[src/hdl/dffc_pkg.sv]
// dffc_pkg: widths, codes and control structs of the direct-form fir convolver
// no dependencies; used by every other file in hdl
`default_nettype none

package dffc_pkg;

  localparam int unsigned TAPS   = 64;
  localparam int unsigned IDX_W  = (TAPS > 1) ? $clog2(TAPS) : 1;
  localparam int unsigned TCMP_W = 11;

  localparam int unsigned SMP_W  = 16;
  localparam int unsigned COEF_W = 16;
  localparam int unsigned CIDX_W = 6;
  localparam int unsigned SUM_W  = 38;

  localparam int unsigned DIG_W  = 4;
  localparam int unsigned NDIG   = SMP_W / DIG_W;
  localparam int unsigned DCNT_W = $clog2(NDIG);

  localparam int unsigned PP_W   = COEF_W + DIG_W + 1;
  localparam int unsigned PROD_W = COEF_W + SMP_W;
  localparam int unsigned ACC_RAW = PROD_W + 1 + IDX_W;
  localparam int unsigned ACC_W  = (ACC_RAW > SUM_W) ? ACC_RAW : SUM_W;

  localparam logic REQ_COEF   = 1'b0;
  localparam logic REQ_SAMPLE = 1'b1;

  typedef struct packed {
    logic             coef_we;
    logic             smp_we;
    logic             hist_clr;
    logic             rd_en;
    logic [IDX_W-1:0] rd_tap;
  } store_ctrl_t;

  typedef struct packed {
    logic clr;
    logic load;
    logic mul;
    logic first_dig;
    logic add;
  } mac_ctrl_t;

endpackage

`default_nettype wire

[src/hdl/dffc_if.sv]
// request and result channel interfaces, valid/ready with payload
// depends on dffc_pkg
`default_nettype none

interface dffc_req_if;
  logic                                valid;
  logic                                ready;
  logic [0:0]                          req_type;
  logic [dffc_pkg::CIDX_W-1:0]         coef_index;
  logic signed [dffc_pkg::COEF_W-1:0]  coef_value;
  logic signed [dffc_pkg::SMP_W-1:0]   sample_value;
  logic [0:0]                          first_sample;

  modport source (output valid, req_type, coef_index, coef_value, sample_value, first_sample,
                  input ready);
  modport sink   (input valid, req_type, coef_index, coef_value, sample_value, first_sample,
                  output ready);
endinterface

interface dffc_res_if;
  logic                               valid;
  logic                               ready;
  logic signed [dffc_pkg::SUM_W-1:0]  filtered_sum;

  modport source (output valid, filtered_sum, input ready);
  modport sink   (input valid, filtered_sum, output ready);
endinterface

`default_nettype wire

[src/hdl/dffc_store.sv]
// dffc_store: coefficient store and circular sample history, one read port each
// depends on dffc_pkg; entries with a clear valid bit read as zero
`default_nettype none

module dffc_store (
  input  wire logic                              clk_i,
  input  wire logic                              rst_ni,
  input  wire dffc_pkg::store_ctrl_t             ctrl_i,
  input  wire logic [dffc_pkg::IDX_W-1:0]        coef_idx_i,
  input  wire logic signed [dffc_pkg::COEF_W-1:0] coef_val_i,
  input  wire logic signed [dffc_pkg::SMP_W-1:0]  smp_val_i,
  output logic signed [dffc_pkg::COEF_W-1:0]     coef_rd_o,
  output logic signed [dffc_pkg::SMP_W-1:0]      smp_rd_o
);

  localparam int unsigned IW = dffc_pkg::IDX_W;

  logic [dffc_pkg::COEF_W-1:0] coef_mem [dffc_pkg::TAPS];
  logic [dffc_pkg::SMP_W-1:0]  hist_mem [dffc_pkg::TAPS];

  logic [dffc_pkg::TAPS-1:0] coef_vld_q, coef_vld_d;
  logic [dffc_pkg::TAPS-1:0] hist_vld_q, hist_vld_d;
  logic [IW-1:0]             head_q, head_d;
  logic [IW-1:0]             head_nxt;
  logic [IW:0]               diff;
  logic [IW-1:0]             hist_addr;

  logic [dffc_pkg::COEF_W-1:0] coef_rd_q;
  logic [dffc_pkg::SMP_W-1:0]  smp_rd_q;
  logic                        coef_rv_q, coef_rv_d;
  logic                        smp_rv_q, smp_rv_d;

  assign head_nxt = (head_q == IW'(dffc_pkg::TAPS - 1)) ? '0 : IW'(head_q + 1'b1);

  // history entry j sits j places behind the head
  always_comb begin
    diff = {1'b0, head_q} - {1'b0, ctrl_i.rd_tap};
    if (diff[IW]) begin
      hist_addr = IW'(diff + (IW + 1)'(dffc_pkg::TAPS));
    end else begin
      hist_addr = diff[IW-1:0];
    end
  end

  always_comb begin
    coef_vld_d = coef_vld_q;
    hist_vld_d = hist_vld_q;
    head_d     = head_q;
    coef_rv_d  = coef_rv_q;
    smp_rv_d   = smp_rv_q;
    if (ctrl_i.coef_we) begin
      coef_vld_d[coef_idx_i] = 1'b1;
    end
    if (ctrl_i.smp_we) begin
      if (ctrl_i.hist_clr) begin
        hist_vld_d = '0;
      end
      hist_vld_d[head_nxt] = 1'b1;
      head_d               = head_nxt;
    end
    if (ctrl_i.rd_en) begin
      coef_rv_d = coef_vld_q[ctrl_i.rd_tap];
      smp_rv_d  = hist_vld_q[hist_addr];
    end
  end

  always_ff @(posedge clk_i or negedge rst_ni) begin
    if (!rst_ni) begin
      coef_vld_q <= '0;
      hist_vld_q <= '0;
      head_q     <= '0;
      coef_rv_q  <= 1'b0;
      smp_rv_q   <= 1'b0;
    end else begin
      coef_vld_q <= coef_vld_d;
      hist_vld_q <= hist_vld_d;
      head_q     <= head_d;
      coef_rv_q  <= coef_rv_d;
      smp_rv_q   <= smp_rv_d;
    end
  end

  always_ff @(posedge clk_i) begin
    if (ctrl_i.coef_we) begin
      coef_mem[coef_idx_i] <= coef_val_i;
    end
    if (ctrl_i.smp_we) begin
      hist_mem[head_nxt] <= smp_val_i;
    end
    if (ctrl_i.rd_en) begin
      coef_rd_q <= coef_mem[ctrl_i.rd_tap];
      smp_rd_q  <= hist_mem[hist_addr];
    end
  end

  assign coef_rd_o = coef_rv_q ? $signed(coef_rd_q) : '0;
  assign smp_rd_o  = smp_rv_q ? $signed(smp_rd_q) : '0;

endmodule

`default_nettype wire

[src/hdl/dffc_mac.sv]
// dffc_mac: digit-serial multiply-accumulate, sample shifted in 4-bit digits msb first
// depends on dffc_pkg; the accumulated sum is saturated to the result width at the output
`default_nettype none

module dffc_mac (
  input  wire logic                               clk_i,
  input  wire logic                               rst_ni,
  input  wire dffc_pkg::mac_ctrl_t                ctrl_i,
  input  wire logic signed [dffc_pkg::COEF_W-1:0] coef_i,
  input  wire logic signed [dffc_pkg::SMP_W-1:0]  smp_i,
  output logic signed [dffc_pkg::SUM_W-1:0]       sum_o
);

  localparam int unsigned PW = dffc_pkg::PROD_W;
  localparam int unsigned AW = dffc_pkg::ACC_W;
  localparam int unsigned SW = dffc_pkg::SUM_W;
  localparam int unsigned DW = dffc_pkg::DIG_W;

  logic signed [dffc_pkg::COEF_W-1:0] coef_q, coef_d;
  logic [dffc_pkg::SMP_W-1:0]         sr_q, sr_d;
  logic signed [PW-1:0]               prod_q, prod_d;
  logic signed [AW-1:0]               acc_q, acc_d;

  logic [DW-1:0]                      dig;
  logic signed [DW:0]                 sdig;
  logic signed [dffc_pkg::PP_W-1:0]   pp;
  logic [PW-1:0]                      pp_ext;
  logic                               fits;

  assign dig    = sr_q[dffc_pkg::SMP_W-1 -: DW];
  assign sdig   = ctrl_i.first_dig ? $signed({dig[DW-1], dig}) : $signed({1'b0, dig});
  assign pp     = coef_q * sdig;
  assign pp_ext = {{(PW - dffc_pkg::PP_W){pp[dffc_pkg::PP_W-1]}}, pp};

  always_comb begin
    coef_d = coef_q;
    sr_d   = sr_q;
    prod_d = prod_q;
    acc_d  = acc_q;
    if (ctrl_i.mul) begin
      sr_d = {sr_q[dffc_pkg::SMP_W-DW-1:0], {DW{1'b0}}};
      if (ctrl_i.first_dig) begin
        prod_d = $signed(pp_ext);
      end else begin
        prod_d = $signed({prod_q[PW-DW-1:0], {DW{1'b0}}} + pp_ext);
      end
    end
    if (ctrl_i.load) begin
      coef_d = coef_i;
      sr_d   = smp_i;
    end
    if (ctrl_i.add) begin
      acc_d = acc_q + {{(AW - PW){prod_q[PW-1]}}, prod_q};
    end
    if (ctrl_i.clr) begin
      acc_d = '0;
    end
  end

  always_ff @(posedge clk_i or negedge rst_ni) begin
    if (!rst_ni) begin
      acc_q <= '0;
    end else begin
      acc_q <= acc_d;
    end
  end

  always_ff @(posedge clk_i) begin
    coef_q <= coef_d;
    sr_q   <= sr_d;
    prod_q <= prod_d;
  end

  assign fits = (acc_q[AW-1:SW-1] == '0) || (acc_q[AW-1:SW-1] == '1);

  always_comb begin
    if (fits) begin
      sum_o = acc_q[SW-1:0];
    end else if (acc_q[AW-1]) begin
      sum_o = $signed({1'b1, {(SW - 1){1'b0}}});
    end else begin
      sum_o = $signed({1'b0, {(SW - 1){1'b1}}});
    end
  end

endmodule

`default_nettype wire

[src/hdl/direct_form_fir_convolver_unit.sv]
// direct_form_fir_convolver_unit: top level, sequencer, stores, mac and result register
// depends on dffc_pkg, dffc_if, dffc_store, dffc_mac
//
// channel  dir  payload                                                  transfer
// req_i    in   req_type coef_index coef_value sample_value first_sample valid & ready
// res_o    out  filtered_sum                                             valid & ready
//
// coefficient write: stored on transfer; coefficient indexes at or beyond TAPS are dropped
// sample: swept through all taps by the 4-bit digit-serial multiplier,
// four digit steps per tap on one shared mac
// reset clears all taps and the history through per-entry valid bits, no sweep
// a finished sum waits in the result register while the next item is taken; the
// sequencer holds its last state only while that register is still full
`default_nettype none

module direct_form_fir_convolver_unit (
  input  wire logic  clk_i,
  input  wire logic  rst_ni,
  dffc_req_if.sink   req_i,
  dffc_res_if.source res_o
);

  localparam int unsigned IW = dffc_pkg::IDX_W;
  localparam int unsigned CW = dffc_pkg::DCNT_W;

  typedef enum logic [2:0] {
    ST_IDLE,
    ST_RD,
    ST_LD,
    ST_MUL,
    ST_SUM,
    ST_DONE
  } state_e;

  state_e                            state_q;
  logic [IW-1:0]                     tap_q;
  logic [CW-1:0]                     dig_q;
  logic                              out_vld_q;
  logic signed [dffc_pkg::SUM_W-1:0] out_sum_q;

  dffc_pkg::store_ctrl_t             st_ctrl;
  dffc_pkg::mac_ctrl_t               mac_ctrl;
  logic signed [dffc_pkg::COEF_W-1:0] coef_rd;
  logic signed [dffc_pkg::SMP_W-1:0]  smp_rd;
  logic signed [dffc_pkg::SUM_W-1:0]  sum;

  logic                              req_xfer;
  logic                              res_xfer;
  logic [dffc_pkg::TCMP_W-1:0]       cidx_ext;
  logic                              cidx_ok;
  logic                              last_tap;
  logic                              last_dig;
  logic                              out_free;
  logic                              out_load;

  assign req_i.ready = (state_q == ST_IDLE);
  assign req_xfer    = req_i.valid && req_i.ready;
  assign res_xfer    = res_o.valid && res_o.ready;

  assign cidx_ext = {{(dffc_pkg::TCMP_W - dffc_pkg::CIDX_W){1'b0}}, req_i.coef_index};
  assign cidx_ok  = cidx_ext < dffc_pkg::TCMP_W'(dffc_pkg::TAPS);
  assign last_tap = (tap_q == IW'(dffc_pkg::TAPS - 1));
  assign last_dig = (dig_q == CW'(dffc_pkg::NDIG - 1));
  assign out_free = !out_vld_q || res_o.ready;
  assign out_load = (state_q == ST_DONE) && out_free;

  always_comb begin
    st_ctrl          = '0;
    mac_ctrl         = '0;
    st_ctrl.rd_tap   = tap_q;
    st_ctrl.coef_we  = req_xfer && (req_i.req_type == dffc_pkg::REQ_COEF) && cidx_ok;
    st_ctrl.smp_we   = req_xfer && (req_i.req_type == dffc_pkg::REQ_SAMPLE);
    st_ctrl.hist_clr = req_i.first_sample[0];
    mac_ctrl.clr     = st_ctrl.smp_we;
    case (state_q)
      ST_RD: begin
        st_ctrl.rd_en = 1'b1;
      end
      ST_LD: begin
        mac_ctrl.load = 1'b1;
      end
      ST_MUL: begin
        mac_ctrl.mul       = 1'b1;
        mac_ctrl.first_dig = (dig_q == '0);
        mac_ctrl.add       = (dig_q == '0) && (tap_q != '0);
        // fetch the next tap on the second-to-last digit, load it on the last digit
        if ((dig_q == CW'(dffc_pkg::NDIG - 2)) && !last_tap) begin
          st_ctrl.rd_en  = 1'b1;
          st_ctrl.rd_tap = IW'(tap_q + 1'b1);
        end
        mac_ctrl.load = last_dig && !last_tap;
      end
      ST_SUM: begin
        mac_ctrl.add = 1'b1;
      end
      default: begin
      end
    endcase
  end

  always_ff @(posedge clk_i or negedge rst_ni) begin
    if (!rst_ni) begin
      state_q   <= ST_IDLE;
      tap_q     <= '0;
      dig_q     <= '0;
      out_vld_q <= 1'b0;
      out_sum_q <= '0;
    end else begin
      if (out_load) begin
        out_vld_q <= 1'b1;
        out_sum_q <= sum;
      end else if (res_xfer) begin
        out_vld_q <= 1'b0;
      end
      case (state_q)
        ST_IDLE: begin
          if (st_ctrl.smp_we) begin
            state_q <= ST_RD;
            tap_q   <= '0;
          end
        end
        ST_RD: begin
          state_q <= ST_LD;
        end
        ST_LD: begin
          state_q <= ST_MUL;
          dig_q   <= '0;
        end
        ST_MUL: begin
          dig_q <= CW'(dig_q + 1'b1);
          if (last_dig) begin
            if (last_tap) begin
              state_q <= ST_SUM;
            end else begin
              tap_q <= IW'(tap_q + 1'b1);
            end
          end
        end
        ST_SUM: begin
          state_q <= ST_DONE;
        end
        ST_DONE: begin
          if (out_free) begin
            state_q <= ST_IDLE;
          end
        end
        default: begin
          state_q <= ST_IDLE;
        end
      endcase
    end
  end

  assign res_o.valid        = out_vld_q;
  assign res_o.filtered_sum = out_sum_q;

  dffc_store u_store (
    .clk_i      (clk_i),
    .rst_ni     (rst_ni),
    .ctrl_i     (st_ctrl),
    .coef_idx_i (cidx_ext[IW-1:0]),
    .coef_val_i (req_i.coef_value),
    .smp_val_i  (req_i.sample_value),
    .coef_rd_o  (coef_rd),
    .smp_rd_o   (smp_rd)
  );

  dffc_mac u_mac (
    .clk_i  (clk_i),
    .rst_ni (rst_ni),
    .ctrl_i (mac_ctrl),
    .coef_i (coef_rd),
    .smp_i  (smp_rd),
    .sum_o  (sum)
  );

  a_sample_starts: assert property (@(posedge clk_i) disable iff (!rst_ni)
    st_ctrl.smp_we |=> (state_q == ST_RD) && (tap_q == '0))
    else $error("sample transfer did not start the tap sweep");

  a_valid_from_done: assert property (@(posedge clk_i) disable iff (!rst_ni)
    $rose(res_o.valid) |-> ($past(state_q) == ST_DONE))
    else $error("result raised outside the done state");

  a_sum_after_last: assert property (@(posedge clk_i) disable iff (!rst_ni)
    (state_q == ST_SUM) |-> ($past(state_q) == ST_MUL) && $past(last_tap) && $past(last_dig))
    else $error("final add reached before the last tap digit");

  a_no_overwrite: assert property (@(posedge clk_i) disable iff (!rst_ni)
    (out_vld_q && !res_o.ready) |=> out_vld_q && $stable(out_sum_q))
    else $error("waiting result overwritten");

  a_no_coef_during_run: assert property (@(posedge clk_i) disable iff (!rst_ni)
    (state_q != ST_IDLE) |-> !st_ctrl.coef_we && !st_ctrl.smp_we)
    else $error("store written while a sample is in progress");

endmodule

`default_nettype wire

[src/flat_wrapper.sv]
// flat-port wrapper written by rule: the top's interface ports become plain ports
module direct_form_fir_convolver_unit_flat 
  (clk_i, rst_ni, req_i_valid, req_i_req_type, req_i_coef_index, req_i_coef_value, req_i_sample_value, req_i_first_sample, req_i_ready, res_o_valid, res_o_filtered_sum, res_o_ready);
  dffc_req_if req_i_i ();
  dffc_res_if res_o_i ();
  input  wire logic clk_i;
  input  wire logic rst_ni;
  input wire logic [$bits(req_i_i.valid)-1:0] req_i_valid;
  input wire logic [$bits(req_i_i.req_type)-1:0] req_i_req_type;
  input wire logic [$bits(req_i_i.coef_index)-1:0] req_i_coef_index;
  input wire logic [$bits(req_i_i.coef_value)-1:0] req_i_coef_value;
  input wire logic [$bits(req_i_i.sample_value)-1:0] req_i_sample_value;
  input wire logic [$bits(req_i_i.first_sample)-1:0] req_i_first_sample;
  output wire logic [$bits(req_i_i.ready)-1:0] req_i_ready;
  output wire logic [$bits(res_o_i.valid)-1:0] res_o_valid;
  output wire logic [$bits(res_o_i.filtered_sum)-1:0] res_o_filtered_sum;
  input wire logic [$bits(res_o_i.ready)-1:0] res_o_ready;
  assign req_i_i.valid = req_i_valid;
  assign req_i_i.req_type = req_i_req_type;
  assign req_i_i.coef_index = req_i_coef_index;
  assign req_i_i.coef_value = req_i_coef_value;
  assign req_i_i.sample_value = req_i_sample_value;
  assign req_i_i.first_sample = req_i_first_sample;
  assign req_i_ready = req_i_i.ready;
  assign res_o_valid = res_o_i.valid;
  assign res_o_filtered_sum = res_o_i.filtered_sum;
  assign res_o_i.ready = res_o_ready;
  direct_form_fir_convolver_unit u_core (.clk_i(clk_i), .rst_ni(rst_ni), .req_i(req_i_i), .res_o(res_o_i));
endmodule
[config.mk]
export PLATFORM = sky130hd
export DESIGN_NAME = direct_form_fir_convolver_unit_flat
export DESIGN_NICKNAME = d
export VERILOG_FILES = /design/src/hdl/dffc_pkg.sv /design/src/hdl/dffc_if.sv /design/src/hdl/dffc_store.sv /design/src/hdl/dffc_mac.sv /design/src/hdl/direct_form_fir_convolver_unit.sv /design/src/flat_wrapper.sv
export SDC_FILE = /design/constraint.sdc
export NUM_CORES = 2
export LEC_CHECK = 0
export BUFFER_PORTS_ARGS = -buffer_cell sky130_fd_sc_hd__buf_2
export CAP_MARGIN = 10
export CELL_PAD_IN_SITES_DETAIL_PLACEMENT = 1
export CELL_PAD_IN_SITES_GLOBAL_PLACEMENT = 1
export CORE_MARGIN = 5
export CORE_UTILIZATION = 45
export CTS_BUF_LIST = sky130_fd_sc_hd__clkbuf_16
export CTS_CLUSTER_SIZE = 8
export DETAILED_ROUTE_END_ITERATION = 16
export MAX_ROUTING_LAYER = met4
export PLACE_DENSITY_LB_ADDON = 0.1
export REMOVE_ABC_BUFFERS = 1
export SETUP_SLACK_MARGIN = 0.05
export SLEW_MARGIN = 20
export SYNTH_ARGS = -nofsm -noshare
export SYNTH_HDL_FRONTEND = slang
export SYNTH_SLANG_ARGS = --single-unit
[constraint.sdc]
create_clock -name clk_i -period 7.71 [get_ports clk_i]
set_input_delay 1.1565 -clock clk_i [delete_from_list [all_inputs] [get_ports clk_i]]
set_output_delay 1.1565 -clock clk_i [all_outputs]
set_load 0.02 [all_outputs]
==> flow_metrics.py <==
metrics = {
    "hold_path": {
        "hold_path.class": "in2async",
    },
    "floorplanning": {
        "die_y_microns": 479,
        "fp.dieArea_sq_um": 229000,
        "pin_count": 84,
        "core_area_sq_um": 219000,
        "rows": 172,
        "chipWidth_microns": 479,
        "initial_utilization_pct": 45.1,
    },
    "worst_setup_path": {
        "worst_path_dominant_cell_family": "compound AO/OA/AOI/OAI gates",
        "crit_start": "u_core.state_q[2]$_DFFE_PN0P_",
        "crit_fanout": 14,
        "crit_path_max_incr_delay_ps": 490,
        "worstSetupPathType": "reg2reg",
        "rrSetupSlack_ps": 490,
        "worstPathArrival_ps": 7810,
        "cp_num_buf_inv": 7,
        "startpoint_type": "flip-flop",
        "crit-reg2reg-launch": "u_core.state_q[2]$_DFFE_PN0P_",
        "end_kind": "flip-flop",
        "crit_slowest_cell": "fa_1",
        "crit_required_ps": 8310,
    },
    "cts": {
        "cts_tree": "done",
        "hold_buffers": 0,
        "htree_levels": 5,
        "numCtsBuffers": 347,
        "clk_pin_slew_ps": 60,
        "clk_path_buf_depth": 4,
        "clk-insertion-delay-late_ps": 940,
        "cts_root_buffer": "clkbuf_16",
        "cts.sink_count": 2369,
    },
    "finish": {
        "drive_above_1_share_pct": 21.2,
        "stdcell_area_sq_um": 114000,
        "layout_common_cells": "2,144 x edfxtp_1, 452 x mux4_2, 450 x nand2_1",
        "n_fill_cell": 19983,
        "final_common_cell": "edfxtp_1",
        "final_nets": 6258,
        "area_growth_pct": 14.9,
        "utilization_pct": 51.9,
    },
    "sta": {
        "clock_skew_ps": 67.5,
        "hold_viol_final": 0,
        "rsz0062_at_grt": "no",
        "slew-limit-headroom_pct": 22.3,
        "finalCriticalPeriod_ps": 7220,
        "worstMarginPinSlew_ps": 1160,
        "setup_violations": 0,
        "max_freq_mhz": 139,
        "tns_ps": 0,
        "fin_ws_ps": 494,
        "min_period_over_period_pct": 93.6,
        "final_max_slew_viol_count": 0,
    },
    "power": {
        "power_leakage_nw": 43.0,
        "p_comb_share_pct": 38.4,
        "power_density_nw_per_um2": 412,
        "power.share.switching_pct": 33.8,
        "ir_worst_vdd_uv": 391,
        "p_clk_share_pct": 28.5,
        "p_switching_mw": 15.8,
        "internal-power_mw": 31.1,
        "seqPwrFrac_pct": 33.1,
    },
    "placed_design": {
        "port_buffers": 83,
        "dpl_cell_area_sq_um": 104000,
        "globalplace.congestion": 0.768,
        "hpwl_microns": 146000,
        "dp_slack_ps": 265,
    },
    "yosys": {
        "synth-seq-cells": 2369,
        "synth_compound_area_share_pct": 4.41,
        "async_flop_share_pct": 9.50,
        "synth_simple_gate_area_share_pct": 5.23,
        "synth_area_per_cell_sq_um": 17.5,
        "yosysWarnings": 0,
        "synth_fa_ha_area_share_pct": 2.56,
        "muxShareOfSynthArea_pct": 14.5,
        "seq_area_frac_synth_pct": 70.7,
        "netlist_instances": 5670,
        "yosys.area_share.xor_xnor_pct": 0.692,
        "syn-cell-area_sq_um": 99000,
        "synth-edff-count": 2144,
        "synth_flop_cell": "edfxtp_1",
        "ys_types": 78,
        "synth_top_family_by_area": "multiplexers",
    },
    "global_route": {
        "grt_start_max_net_pins": 119,
        "grt_usage_pct": 22.9,
        "grt_overflow": 0,
        "grt_pass1_wl_microns": 379000,
        "antenna_found_initial": 12,
        "grt_pass1_vias": 56375,
    },
    "routing": {
        "via_count": 53074,
        "drtIter0Drc": 4288,
        "routed_via_density": 5.80,
        "routedWlPerCell_microns": 28.0,
        "routed_wl_microns": 256000,
        "drc_errors": 0,
        "firstDrtPassIters": 5,
        "ant_nets": 0,
    },
    "status": {
        "status": "complete, no violations",
    },
    "run": {
        "cap_violations": 0,
    },
}
synth_stat cells, drive strengths merged, types with 15 or more instances:
library cell	instances	area share, %
nand2	452	1.7
a31oi	15	0.095
nor2	262	0.99
ha	118	1.5
nand2b	15	0.095
buf	126	0.75
mux2i	410	4.1
a21o	94	0.71
xnor2	44	0.41
edfxtp	2144	65
nand3	60	0.30
a22oi	17	0.13
dfrtp	225	5.7
or2	72	0.46
and3	83	0.52
a221oi	21	0.19
a311oi	67	0.59
o21ai	110	0.56
mux4	452	10
inv	138	0.52
fa	53	1.1
a211oi	31	0.24
o311a	31	0.31
nor2b	30	0.19
nor3	27	0.14
and2	86	0.54
a21oi	164	0.83
clkbuf	161	0.61
xor2	32	0.28
cell families (layout without fill, tap and decap cells):
logic type / after synthesis / in the layout
DFF: 2369 / 2369
other: 0 / 9
adders and majority gates: 171 / 171
AOI/OAI and AO/OA: 640 / 640
muxes: 865 / 865
buffers and inverters: 425 / 1020
xor gates and xnor gates: 76 / 76
and+or+nand+nor: 1124 / 1124
power groups by stage:
| stage | sequential (mW) | combinational, mW | clock (mW) |
|---|---|---|---|
| finish | 15.5 | 18.0 | 13.4 |
| global route | 15.6 | 19.9 | 14.3 |
| CTS | 15.5 | 18.0 | 13.7 |
| detailed placement | 15.8 | 17.9 | 0 |
| global placement | 15.8 | 17.6 | 0 |
| floorplan | 15.7 | 14.0 | 0 |
timing repair:
item                                    4_1_cts  5_1_grt
endpoints found under the setup margin        0        3
gates resized for setup                       0        6
setup buffers                                 0        2
routing by layer:
| metal | up-vias | track usage [%] | routed length (microns) |
|---|---|---|---|
| met4 | 0 | 7.05 | 8060 |
| met2 | 1533 | 35.2 | 120000 |
| met3 | 480 | 4.00 | 15100 |
| li1 | 23084 | - | - |
| met5 | - | - | 0 |
| met1 | 27977 | 31.6 | 113000 |
path summary, 6_finish.rpt:
kind,to,cells past startpoint
setup reg to reg,u_core.u_mac.prod_q[30]$_DFFE_PN_,33
hold reg to reg,u_core.u_store.coef_vld_q[20]$_DFFE_PN0P_,1
hold / removal,u_core.res_o.filtered_sum[8]$_DFFE_PN0P_,1
setup / recovery,u_core.u_mac.prod_q[30]$_DFFE_PN_,33
min in group clk_i,u_core.u_store.coef_vld_q[20]$_DFFE_PN0P_,1
max in group asynchronous,u_core.u_store.hist_vld_q[20]$_DFFE_PN0P_,2
stage by stage:
step / total power [mW] / instances / hold WS, ps
2_1_floorplan: 29.7 / 5383 / 434
3_3_place_gp: 33.3 / 8562 / 444
3_5_place_dp: 33.7 / 8562 / 451
4_1_cts: 47.3 / 9133 / 335
5_1_grt: 49.8 / 9140 / 396
6_report: 46.9 / 9145 / 369
area by class of cell:
class / count / area (sq um) / share of cell area (%)
diodes: 9 / 22.5 / 0.0198
clock buffers: 351 / 8780 / 7.72
clock inverters: 220 / 905 / 0.795
inverters: 138 / 528 / 0.464
multi-input cells: 2876 / 27500 / 24.2
flip-flops and latches: 2369 / 70000 / 61.5
well taps: 2871 / 3590 / 3.16
repair buffers: 311 / 2360 / 2.08
registers in the layout (all words and copies together) (netlist names), 3 cells and up:
register / count
u_core.u_store.hist_vld_q: 64
u_core.u_mac.coef_q: 16
u_core.state_q: 3
u_core.u_store.head_q: 6
u_core.u_store.coef_vld_q: 64
u_core.u_mac.acc_q: 39
u_core.u_store.smp_rd_q: 16
u_core.u_store.coef_rd_q: 16
u_core.u_mac.prod_q: 32
u_core.res_o.filtered_sum: 38
u_core.u_store.hist_mem: 1024
u_core.u_store.coef_mem: 1024
u_core.tap_q: 6
u_core.u_mac.sr_q: 16
(Power assumes the default switching activity.)
